<file path="src/rtl/stepper_ramp_homing_controller_core_defines.svh">
// Assertion helpers used by the core RTL.
`ifndef STEPPER_RAMP_HOMING_CONTROLLER_CORE_DEFINES_SVH
`define STEPPER_RAMP_HOMING_CONTROLLER_CORE_DEFINES_SVH

// Same-cycle implication, disabled in reset.
`define SRHC_ASSERT_IMP(label, clk, rstn, ante, cons) \
    label: assert property (@(posedge clk) disable iff (!(rstn)) (ante) |-> (cons)) \
        else $error("srhc assertion failed");

// Next-cycle implication, disabled in reset.
`define SRHC_ASSERT_NXT(label, clk, rstn, ante, cons) \
    label: assert property (@(posedge clk) disable iff (!(rstn)) (ante) |=> (cons)) \
        else $error("srhc assertion failed");

`endif

</file>
<file path="src/rtl/srhc_pkg.sv">
package srhc_pkg;

    localparam int unsigned PERIOD_W = 12;
    localparam int unsigned RAMP_W   = 8;
    localparam int unsigned DEB_W    = 8;
    localparam int unsigned STEPS_W  = 12;
    localparam int unsigned CFG_IDX_W  = 3;
    localparam int unsigned CFG_DATA_W = 12;

    typedef logic [1:0] status_t;

    localparam status_t ST_NONE    = 2'd0;
    localparam status_t ST_REACHED = 2'd1;
    localparam status_t ST_TIMEOUT = 2'd2;

    localparam logic [CFG_IDX_W-1:0] REG_INITIAL_PERIOD = 3'd0;
    localparam logic [CFG_IDX_W-1:0] REG_MIN_PERIOD     = 3'd1;
    localparam logic [CFG_IDX_W-1:0] REG_RAMP_INTERVAL  = 3'd2;
    localparam logic [CFG_IDX_W-1:0] REG_DEBOUNCE_LIMIT = 3'd3;
    localparam logic [CFG_IDX_W-1:0] REG_STEP_LIMIT     = 3'd4;

    localparam logic [PERIOD_W-1:0] RST_INITIAL_PERIOD = 12'd1000;
    localparam logic [PERIOD_W-1:0] RST_MIN_PERIOD     = 12'd200;
    localparam logic [RAMP_W-1:0]   RST_RAMP_INTERVAL  = 8'd50;
    localparam logic [DEB_W-1:0]    RST_DEBOUNCE_LIMIT = 8'd100;
    localparam logic [STEPS_W-1:0]  RST_STEP_LIMIT     = 12'd1800;

endpackage

</file>
<file path="src/rtl/stepper_ramp_homing_controller_core.sv">
// Channel  | ports                                             | handshake
// ---------+---------------------------------------------------+----------------
// input    | s_mode s_direction s_back_stop s_out_stop         | s_valid/s_ready
// result   | m_step_level m_dir_level m_driver_lock m_busy_res | m_valid/m_ready
//          | m_done_res m_status                               |
// config   | cfg_index cfg_wdata                               | cfg_we
//
// One item per cycle unless the output stalls; results are registered on accept.
// The move state is updated at the accepting edge; the result register decouples
// the output side. s_ready is high while the result register is empty or being
// taken, so a stalled output stalls the input. Synchronous active-low reset
// restores register defaults and the idle move state; no clearing pass.

module stepper_ramp_homing_controller_core (
    input  logic                                aclk,
    input  logic                                aresetn,
    input  logic                                s_valid,
    output logic                                s_ready,
    input  logic                                s_mode,
    input  logic                                s_direction,
    input  logic                                s_back_stop,
    input  logic                                s_out_stop,
    output logic                                m_valid,
    input  logic                                m_ready,
    output logic                                m_step_level,
    output logic                                m_dir_level,
    output logic                                m_driver_lock,
    output logic                                m_busy_res,
    output logic                                m_done_res,
    output logic [1:0]                          m_status,
    input  logic                                cfg_we,
    input  logic [srhc_pkg::CFG_IDX_W-1:0]      cfg_index,
    input  logic [srhc_pkg::CFG_DATA_W-1:0]     cfg_wdata
);

    `include "stepper_ramp_homing_controller_core_defines.svh"

    logic [srhc_pkg::PERIOD_W-1:0] initial_period_reg, min_period_reg;
    logic [srhc_pkg::RAMP_W-1:0]   ramp_interval_reg;
    logic [srhc_pkg::DEB_W-1:0]    debounce_limit_reg;
    logic [srhc_pkg::STEPS_W-1:0]  step_limit_reg;

    logic                          busy_reg, busy_next;
    logic                          dir_reg, dir_next;
    logic                          lock_reg, lock_next;
    logic                          phase_reg, phase_next;
    logic [srhc_pkg::PERIOD_W-1:0] period_reg, period_next;
    logic [srhc_pkg::PERIOD_W-1:0] pcnt_reg, pcnt_next;
    logic [srhc_pkg::RAMP_W-1:0]   rcnt_reg, rcnt_next;
    logic [srhc_pkg::STEPS_W-1:0]  scnt_reg, scnt_next;
    logic [srhc_pkg::DEB_W-1:0]    stable_reg, stable_next;
    logic                          done_next;
    srhc_pkg::status_t             status_next;

    logic                          m_valid_reg;
    logic                          m_done_reg;
    srhc_pkg::status_t             m_status_reg;
    logic                          m_step_reg, m_dir_reg, m_lock_reg, m_busy_reg;

    logic accept;
    logic start_stop;
    logic move_stop;
    logic timed_out;

    assign s_ready = !m_valid_reg || m_ready;
    assign accept  = s_valid && s_ready;

    // configuration
    always_ff @(posedge aclk) begin
        if (!aresetn) begin
            initial_period_reg <= srhc_pkg::RST_INITIAL_PERIOD;
            min_period_reg     <= srhc_pkg::RST_MIN_PERIOD;
            ramp_interval_reg  <= srhc_pkg::RST_RAMP_INTERVAL;
            debounce_limit_reg <= srhc_pkg::RST_DEBOUNCE_LIMIT;
            step_limit_reg     <= srhc_pkg::RST_STEP_LIMIT;
        end else if (cfg_we) begin
            unique case (cfg_index)
                srhc_pkg::REG_INITIAL_PERIOD: initial_period_reg <= cfg_wdata;
                srhc_pkg::REG_MIN_PERIOD:     min_period_reg     <= cfg_wdata;
                srhc_pkg::REG_RAMP_INTERVAL:
                    ramp_interval_reg  <= cfg_wdata[srhc_pkg::RAMP_W-1:0];
                srhc_pkg::REG_DEBOUNCE_LIMIT:
                    debounce_limit_reg <= cfg_wdata[srhc_pkg::DEB_W-1:0];
                srhc_pkg::REG_STEP_LIMIT:     step_limit_reg     <= cfg_wdata;
                default: begin
                end
            endcase
        end
    end

    assign start_stop = s_direction ? s_out_stop : s_back_stop;
    assign move_stop  = dir_reg ? s_out_stop : s_back_stop;

    always_comb begin
        busy_next   = busy_reg;
        dir_next    = dir_reg;
        lock_next   = lock_reg;
        phase_next  = phase_reg;
        period_next = period_reg;
        pcnt_next   = pcnt_reg;
        rcnt_next   = rcnt_reg;
        scnt_next   = scnt_reg;
        stable_next = stable_reg;
        done_next   = 1'b0;
        status_next = srhc_pkg::ST_NONE;
        timed_out   = 1'b0;
        if (s_mode) begin
            period_next = initial_period_reg;
            if (start_stop) begin
                busy_next   = 1'b0;
                lock_next   = 1'b1;
                done_next   = 1'b1;
                status_next = srhc_pkg::ST_REACHED;
            end else begin
                dir_next    = s_direction;
                busy_next   = 1'b1;
                lock_next   = 1'b0;
                pcnt_next   = '0;
                rcnt_next   = '0;
                scnt_next   = '0;
                stable_next = '0;
            end
        end else if (busy_reg) begin
            if (pcnt_reg < period_reg) begin
                pcnt_next = pcnt_reg + 1'b1;
            end else begin
                pcnt_next  = '0;
                phase_next = !phase_reg;
                if (scnt_reg < step_limit_reg) begin
                    scnt_next = scnt_reg + 1'b1;
                end else begin
                    timed_out = 1'b1;
                end
            end
            if (timed_out) begin
                busy_next   = 1'b0;
                lock_next   = 1'b1;
                done_next   = 1'b1;
                status_next = srhc_pkg::ST_TIMEOUT;
            end else if (rcnt_reg < ramp_interval_reg) begin
                rcnt_next = rcnt_reg + 1'b1;
            end else begin
                rcnt_next = '0;
                if (period_reg > min_period_reg) begin
                    period_next = period_reg - 1'b1;
                end
                if (!move_stop) begin
                    stable_next = '0;
                end else if (stable_reg < debounce_limit_reg) begin
                    stable_next = stable_reg + 1'b1;
                end else begin
                    busy_next   = 1'b0;
                    lock_next   = 1'b1;
                    done_next   = 1'b1;
                    status_next = srhc_pkg::ST_REACHED;
                end
            end
        end
    end

    always_ff @(posedge aclk) begin
        if (!aresetn) begin
            busy_reg   <= 1'b0;
            dir_reg    <= 1'b1;
            lock_reg   <= 1'b1;
            phase_reg  <= 1'b0;
            period_reg <= srhc_pkg::RST_INITIAL_PERIOD;
            pcnt_reg   <= '0;
            rcnt_reg   <= '0;
            scnt_reg   <= '0;
            stable_reg <= '0;
        end else if (accept) begin
            busy_reg   <= busy_next;
            dir_reg    <= dir_next;
            lock_reg   <= lock_next;
            phase_reg  <= phase_next;
            period_reg <= period_next;
            pcnt_reg   <= pcnt_next;
            rcnt_reg   <= rcnt_next;
            scnt_reg   <= scnt_next;
            stable_reg <= stable_next;
        end
    end

    // result register
    always_ff @(posedge aclk) begin
        if (!aresetn) begin
            m_valid_reg <= 1'b0;
        end else if (accept) begin
            m_valid_reg <= 1'b1;
        end else if (m_ready) begin
            m_valid_reg <= 1'b0;
        end
    end

    always_ff @(posedge aclk) begin
        if (accept) begin
            m_step_reg   <= !phase_next;
            m_dir_reg    <= dir_next;
            m_lock_reg   <= lock_next;
            m_busy_reg   <= busy_next;
            m_done_reg   <= done_next;
            m_status_reg <= status_next;
        end
    end

    assign m_valid       = m_valid_reg;
    assign m_step_level  = m_step_reg;
    assign m_dir_level   = m_dir_reg;
    assign m_driver_lock = m_lock_reg;
    assign m_busy_res    = m_busy_reg;
    assign m_done_res    = m_done_reg;
    assign m_status      = m_status_reg;

    `SRHC_ASSERT_IMP(a_busy_unlocked, aclk, aresetn, busy_reg, !lock_reg)
    `SRHC_ASSERT_NXT(a_accept_fills, aclk, aresetn, accept, m_valid_reg)
    `SRHC_ASSERT_NXT(a_start_runs, aclk, aresetn, accept && s_mode && !start_stop, busy_reg)
    `SRHC_ASSERT_IMP(a_done_result, aclk, aresetn, m_valid_reg && m_done_reg,
        !m_busy_reg && m_lock_reg && (m_status_reg != srhc_pkg::ST_NONE))

endmodule
</file>
<file path="config.mk">
export PLATFORM = sky130hd
export DESIGN_NAME = stepper_ramp_homing_controller_core
export DESIGN_NICKNAME = d
export VERILOG_FILES = /design/src/rtl/srhc_pkg.sv /design/src/rtl/stepper_ramp_homing_controller_core.sv
export VERILOG_INCLUDE_DIRS = /design/src /design/src/rtl
export SDC_FILE = /design/constraint.sdc
export NUM_CORES = 1
export LEC_CHECK = 0
export ABC_AREA = 1
export BUFFER_PORTS_ARGS = -buffer_cell sky130_fd_sc_hd__buf_4
export CAP_MARGIN = 20
export CORE_MARGIN = 2
export CORE_UTILIZATION = 60
export DETAILED_ROUTE_END_ITERATION = 12
export GPL_ROUTABILITY_DRIVEN = 0
export PLACE_DENSITY = 0.78
export SLEW_MARGIN = 10
export SYNTH_ARGS = -nofsm -noshare
export SYNTH_HDL_FRONTEND = slang
export SYNTH_SLANG_ARGS = --single-unit
</file>
<file path="constraint.sdc">
create_clock -name aclk -period 2.52 [get_ports aclk]
set_input_delay 0.504 -clock aclk [delete_from_list [all_inputs] [get_ports aclk]]
set_output_delay 0.504 -clock aclk [all_outputs]
set_load 0.02 [all_outputs]
</file>
After elaboration in Yosys (flattened, before gate mapping)
Index checks and enable logic that the tools add are counted.
{"block": "word_totals", "reg_bits": 116, "elab_cells": 124, "in_bits": 24}
{"block": "classes", "reduce_logical": 20, "muxes": 64, "add_sub_neg": 5, "n_eq_ne": 9, "n_lt_le_gt_ge": 5}
{"operator": "two-way mux 12 bit", "n": 13}
{"operator": "two-way mux 8 bit", "n": 11}
{"operator": "two-way mux 1 bit", "n": 37}
{"operator": "adder 12 x 1 -> 12 bit (second input constant)", "n": 2}
{"operator": "less-than comparator 12 bit", "n": 2}
{"operator": "adder 8 x 1 -> 8 bit (second input constant)", "n": 2}
{"operator": "less-than comparator 8 bit", "n": 2}
{"operator": "> comparator 12 bit", "n": 1}
{"operator": "subtractor 12 x 1 -> 12 bit (second input constant)", "n": 1}
{"operator": "AND reduction 2 bit", "n": 5}
{"operator": "AND reduction 5 bit", "n": 2}
{"operator": "inequality test 2 bit (second input constant)", "n": 4}
{"operator": "nonzero test 2 bit", "n": 4}
{"operator": "== test 3 x 2 -> 1 bit (second input constant)", "n": 2}
{"operator": "two-way mux 2 bit", "n": 3}
{"operator": "AND reduction 6 bit", "n": 1}
{"operator": "AND reduction 4 bit", "n": 1}
{"operator": "== test 3 x 1 -> 1 bit (second input constant)", "n": 1}
{"operator": "== test 3 bit (second input constant)", "n": 1}
{"operator": "zero test 1 bit", "n": 3}
{"operator": "zero test 3 bit", "n": 1}
{"operator": "inequality test 3 x 2 -> 1 bit (second input constant)", "n": 1}
{"operator": "AND reduction 3 bit", "n": 1}
{"operator": "logical AND 1 bit", "n": 1}
{"operator": "logical OR 1 bit", "n": 1}

Depth between registers and ports, before layout
{"block": "logic_depth", "depth_word": 8, "depth_mapped": 16, "ltp_nobuf": 15}

Worst setup path after synthesis
OpenSTA, ideal clock, no wires.
{"block": "synth_path", "kind": "reg-to-reg", "start": "register period_reg[7] (netlist name)", "end": "register stable_reg[5] (netlist name)", "path_buffers": 1, "setup_ns": 0.115, "synth_period_minus_slack_ns": 1.857, "t_required_ns": 2.405, "slack_ns": 0.663, "stages_incl_launch_ff": 14, "t_arrival_ns": 1.742, "path_cell_list": "dfxtp_1 inv_1 ha_1 nand2_1 nand2_1 nand2_1 nand3_1 nor2_1 nand2_2 nand3_4 nand4_4 buf_6 o21bai_1 nor2_1"}
{"block": "synth_between", "elab_chain_len": 6}
{"element": "start: declaration", "line_no": "stepper_ramp_homing_controller_core.sv:47", "rtl": "logic [srhc_pkg::PERIOD_W-1:0] period_reg, period_next;"}
{"element": "start signal: assignment", "line_no": "stepper_ramp_homing_controller_core.sv:167", "rtl": "period_reg <= srhc_pkg::RST_INITIAL_PERIOD;"}
{"element": "start signal: assignment", "line_no": "stepper_ramp_homing_controller_core.sv:177", "rtl": "period_reg <= period_next;"}
{"element": "less-than comparator 12 bit", "line_no": "stepper_ramp_homing_controller_core.sv:124", "rtl": "if (pcnt_reg < period_reg) begin"}
{"element": "two-way mux 1 bit", "line_no": "stepper_ramp_homing_controller_core.sv:124"}
{"element": "two-way mux 1 bit", "line_no": "stepper_ramp_homing_controller_core.sv:123", "rtl": "end else if (busy_reg) begin"}
{"element": "two-way mux 1 bit", "line_no": "stepper_ramp_homing_controller_core.sv:107", "rtl": "if (s_mode) begin"}
{"element": "inequality test 2 bit (no source line)"}
{"element": "AND reduction 6 bit (no source line)"}
{"element": "end signal: assignment", "line_no": "stepper_ramp_homing_controller_core.sv:181", "rtl": "stable_reg <= stable_next;"}
{"element": "end: declaration", "line_no": "stepper_ramp_homing_controller_core.sv:51", "rtl": "logic [srhc_pkg::DEB_W-1:0] stable_reg, stable_next;"}
Every way passes these cells. The select of a mux whose other input is x is not followed.
A chain may end at the register's enable or synchronous reset.

Final worst setup path
{"block": "layout_path", "start": "register period_reg[7] (netlist name)", "end": "register period_reg[4] (netlist name)"}
{"block": "layout_between", "elab_chain_len": 6}
{"element": "less-than comparator 12 bit", "line_no": "stepper_ramp_homing_controller_core.sv:124"}
{"element": "two-way mux 1 bit", "line_no": "stepper_ramp_homing_controller_core.sv:124"}
{"element": "two-way mux 1 bit", "line_no": "stepper_ramp_homing_controller_core.sv:123"}
{"element": "two-way mux 1 bit", "line_no": "stepper_ramp_homing_controller_core.sv:107"}
{"element": "inequality test 2 bit (no source line)"}
{"element": "AND reduction 5 bit (no source line) (*)"}
Mark *: on every way between the ends. The rest lies on a longest branch, timed or not. The select of a mux whose other input is x is not followed.

==> flow_summary.toml <==
[run_status]
run_status = "completed"

[global_route]
grt_pass1_wl_mm = 25.2
groute.usage.overall = 0.272
grt_start_max_net_pins = 73
antenna_found_initial = 0
grt_overflow = 0
grt_pass1_vias = 5618

[power]
switchingPower_w = 0.00119
p_seq_frac = 0.395
switching_share = 0.239
powerDensity_mw_per_mm2 = 655
p_int_w = 0.00378
comb_power_share = 0.094
pwr-share-clk = 0.511
peakVddDrop_uv = 470
power.leakage_nw = 3.48

[timing]
fmax_ghz = 0.446
slew_headroom = 0.350
hold_ws_ns = 0.211
rsz0062_at_grt = "no"
min_period_ns = 2.24
setup_viol = 0
hold_viol_final = 0
slew_violations = 0
fin_tns_setup_ns = 0
tightest_slew_ns = 0.973
timing.final.crit_share = 0.890
finClkSkew_ns = 0.00578

[synth]
yosysMostFrequentCell = "nand2_1"
synth_area_leaders = "dfxtp_1, nand2_1, ha_1"
synth_ff_type = "dfxtp_1"
yosysWarnings = 0
async_reset_ff_frac = 0
synth.avg_cell_area_sq_um = 7.11
synth_seq_cells = 116
yosysSeqAreaShare = 0.364
synth_top_cell_by_area = "dfxtp_1"
synth_top_area_share = 0.332
ys_types = 46
syn-instance-count = 925
synth_common_cells = "nand2_1, inv_1, dfxtp_1, nor2_1, a21oi_1"
synth_nets = 1002
synth-edff-count = 7
netlist_area_sq_mm = 0.00658

[worst_setup_path]
r2r_slack_ns = 0.28
critical_path_depth = 13
critPathTopFamily = "simple AND/OR/NAND/NOR gates"
r2r_start = "period_reg[7]"
r2r-end = "period_reg[4]"
cp-endpoint = "period_reg[4]"
cpPeakStageDelay_ns = 0.46
path_max_fanout = 13
crit_path_start_kind = "register"
ff2ff_path_depth = 13
critical_path_arrival_ns = 2.71
path_buf_inv = 2
worstPathRequired_ns = 2.99
cp_cell_sequence = "inv_1 > ha_1 > nand2_1 > nand2_1 > nand2_1 > nand3_1 > nor2_1 > nand2_2 > nand3_4 > nand3_2 > inv_2 > nor2_1 > nor2_1"
path_class = "register to register"
end_kind = "register"
crit_path_start = "period_reg[7]"
crit_path_top_delay_cell = "dfxtp_1"

[worst_hold_path]
hp-class = "input port to register"
hold_depth = 3

[clocking]
ctsHoldBuffers = 0
clkLatencyLatePin_ns = 0.53
cts_root_buf = "clkbuf_8"
clkSinkCount = 116
clock_path_buffers = 2
clkSlewWorstSetupHoldPaths_ns = 0.06
cts_tree = "done"
htreeDepth = 4
numCtsBuffers = 17

[drt]
drt-met1-wl_mm = 6.99
top_layer_used = "met4"
drt_pass1_iterations = 5
ant_nets = 0
num_vias = 5845
dr_wl_met2_mm = 6.57
drc = 0
wl_mm = 14.5
via_per_inst = 5.24
met3WireLength_microns = 529
routedWlPerCell_microns = 13.0
dr.first_iter.drc_count = 292

[placement]
hpwl_mm = 10.1
placed_cell_area_sq_mm = 0.00695
port_buffers = 32
place_inst = 1083

[floorplan]
pin_count = 33
die-area_sq_mm = 0.0118
die_height_microns = 109
coreArea_sq_mm = 0.0107
die_w_microns = 109
fp-row-count = 38
start_util = 0.612

[flow_run]
cap_violations = 0

[layout]
drive_gt1_frac = 0.109
final_cells = 1115
postLayoutCellArea_sq_mm = 0.00758
syn_to_final_growth_pct = 15.3
antenna-diode-count = 0
nets = 1039
how the worst min path moves through the flow:
stage / slack, ns / from / end
2_1_floorplan: 0.42 / initial_period_reg[11] / initial_period_reg[11]
3_3_place_gp: 0.44 / initial_period_reg[6] / initial_period_reg[6]
3_5_place_dp: 0.45 / initial_period_reg[8] / initial_period_reg[8]
4_1_cts: 0.19 / cfg_wdata[9] / step_limit_reg[9]
5_1_grt: 0.22 / cfg_wdata[9] / step_limit_reg[9]
6_report: 0.21 / cfg_wdata[9] / step_limit_reg[9]
worst register-to-register path: cells and delay by family, from the launching register on:
family,cells,cell delay (ns)
adders and majority gates,1,0.31
DFF,1,0.46
and+or+nand+nor,10,1.08
buffers and inverters,2,0.34
through the flow:
| stage | worst slack, ns | power [W] | utilization |
|---|---|---|---|
| finish | 0.276 | 0.00497 | 0.705 |
| global route | 0.00200 | 0.00515 | 0.705 |
| CTS | 0.250 | 0.00499 | 0.705 |
| detailed placement | 0.294 | 0.00246 | 0.646 |
| global placement | 0.339 | 0.00245 | 0.646 |
| floorplan | 0.663 | 0.00232 | - |
logic make-up (layout without fill, tap and decap cells):
family,after synthesis,in the layout,synth area share
xor gates and xnor gates,23,23,0.0306
AOI/OAI and AO/OA,161,161,0.133
adders and majority gates,53,53,0.101
DFF,116,116,0.364
muxes,2,2,0.00381
buffers and inverters,147,197,0.0904
and+or+nand+nor,423,423,0.277
layout make-up:
type / count / area, sq um
sequential: 116 / 2390
multi-input combinational: 662 / 3590
timing repair buffer: 44 / 330
clock inverter: 8 / 118
clock buffer: 24 / 512
tap: 140 / 175
inverter: 121 / 459
fill: 921 / 3170
metal layers:
| metal | track usage | vias to the layer above |
|---|---|---|
| li1 | - | 3081 |
| met1 | 0.341 | 2626 |
| met2 | 0.450 | 106 |
| met3 | 0.0574 | 32 |
| met4 | 0.126 | 0 |
| met5 | 0 | - |
cells in the final DEF (no fill, tap or decap), types with 5 or more instances in the layout:
cell type	count
nor2_1	109
nor3_1	9
a21oi_1	81
nand2_2	9
ha_1	53
xor2_1	19
o211ai_1	10
buf_4	44
nand3_1	47
nand2_1	215
edfxtp_1	7
inv_1	114
clkbuf_16	17
dfxtp_1	109
clkbuf_8	6
o21ai_0	52
inv_2	5
nand4_1	16
power by group through the flow:
stage	Combinational (W)	Sequential (W)	Clock, W
3_5_place_dp	0.000462	0.00200	0
4_1_cts	0.000468	0.00196	0.00256
5_1_grt	0.000538	0.00197	0.00265
3_3_place_gp	0.000455	0.00200	0
6_report	0.000468	0.00196	0.00254
2_1_floorplan	0.000318	0.00200	0
what timing repair did:
action                                  in CTS  in global routing
buffers inserted                             0                  0
endpoints found under the setup margin       0                  1
endpoints found under the hold margin        0                  0
gates resized for setup                      0                  1
No activity file was read; power rests on OpenSTA's default activity.
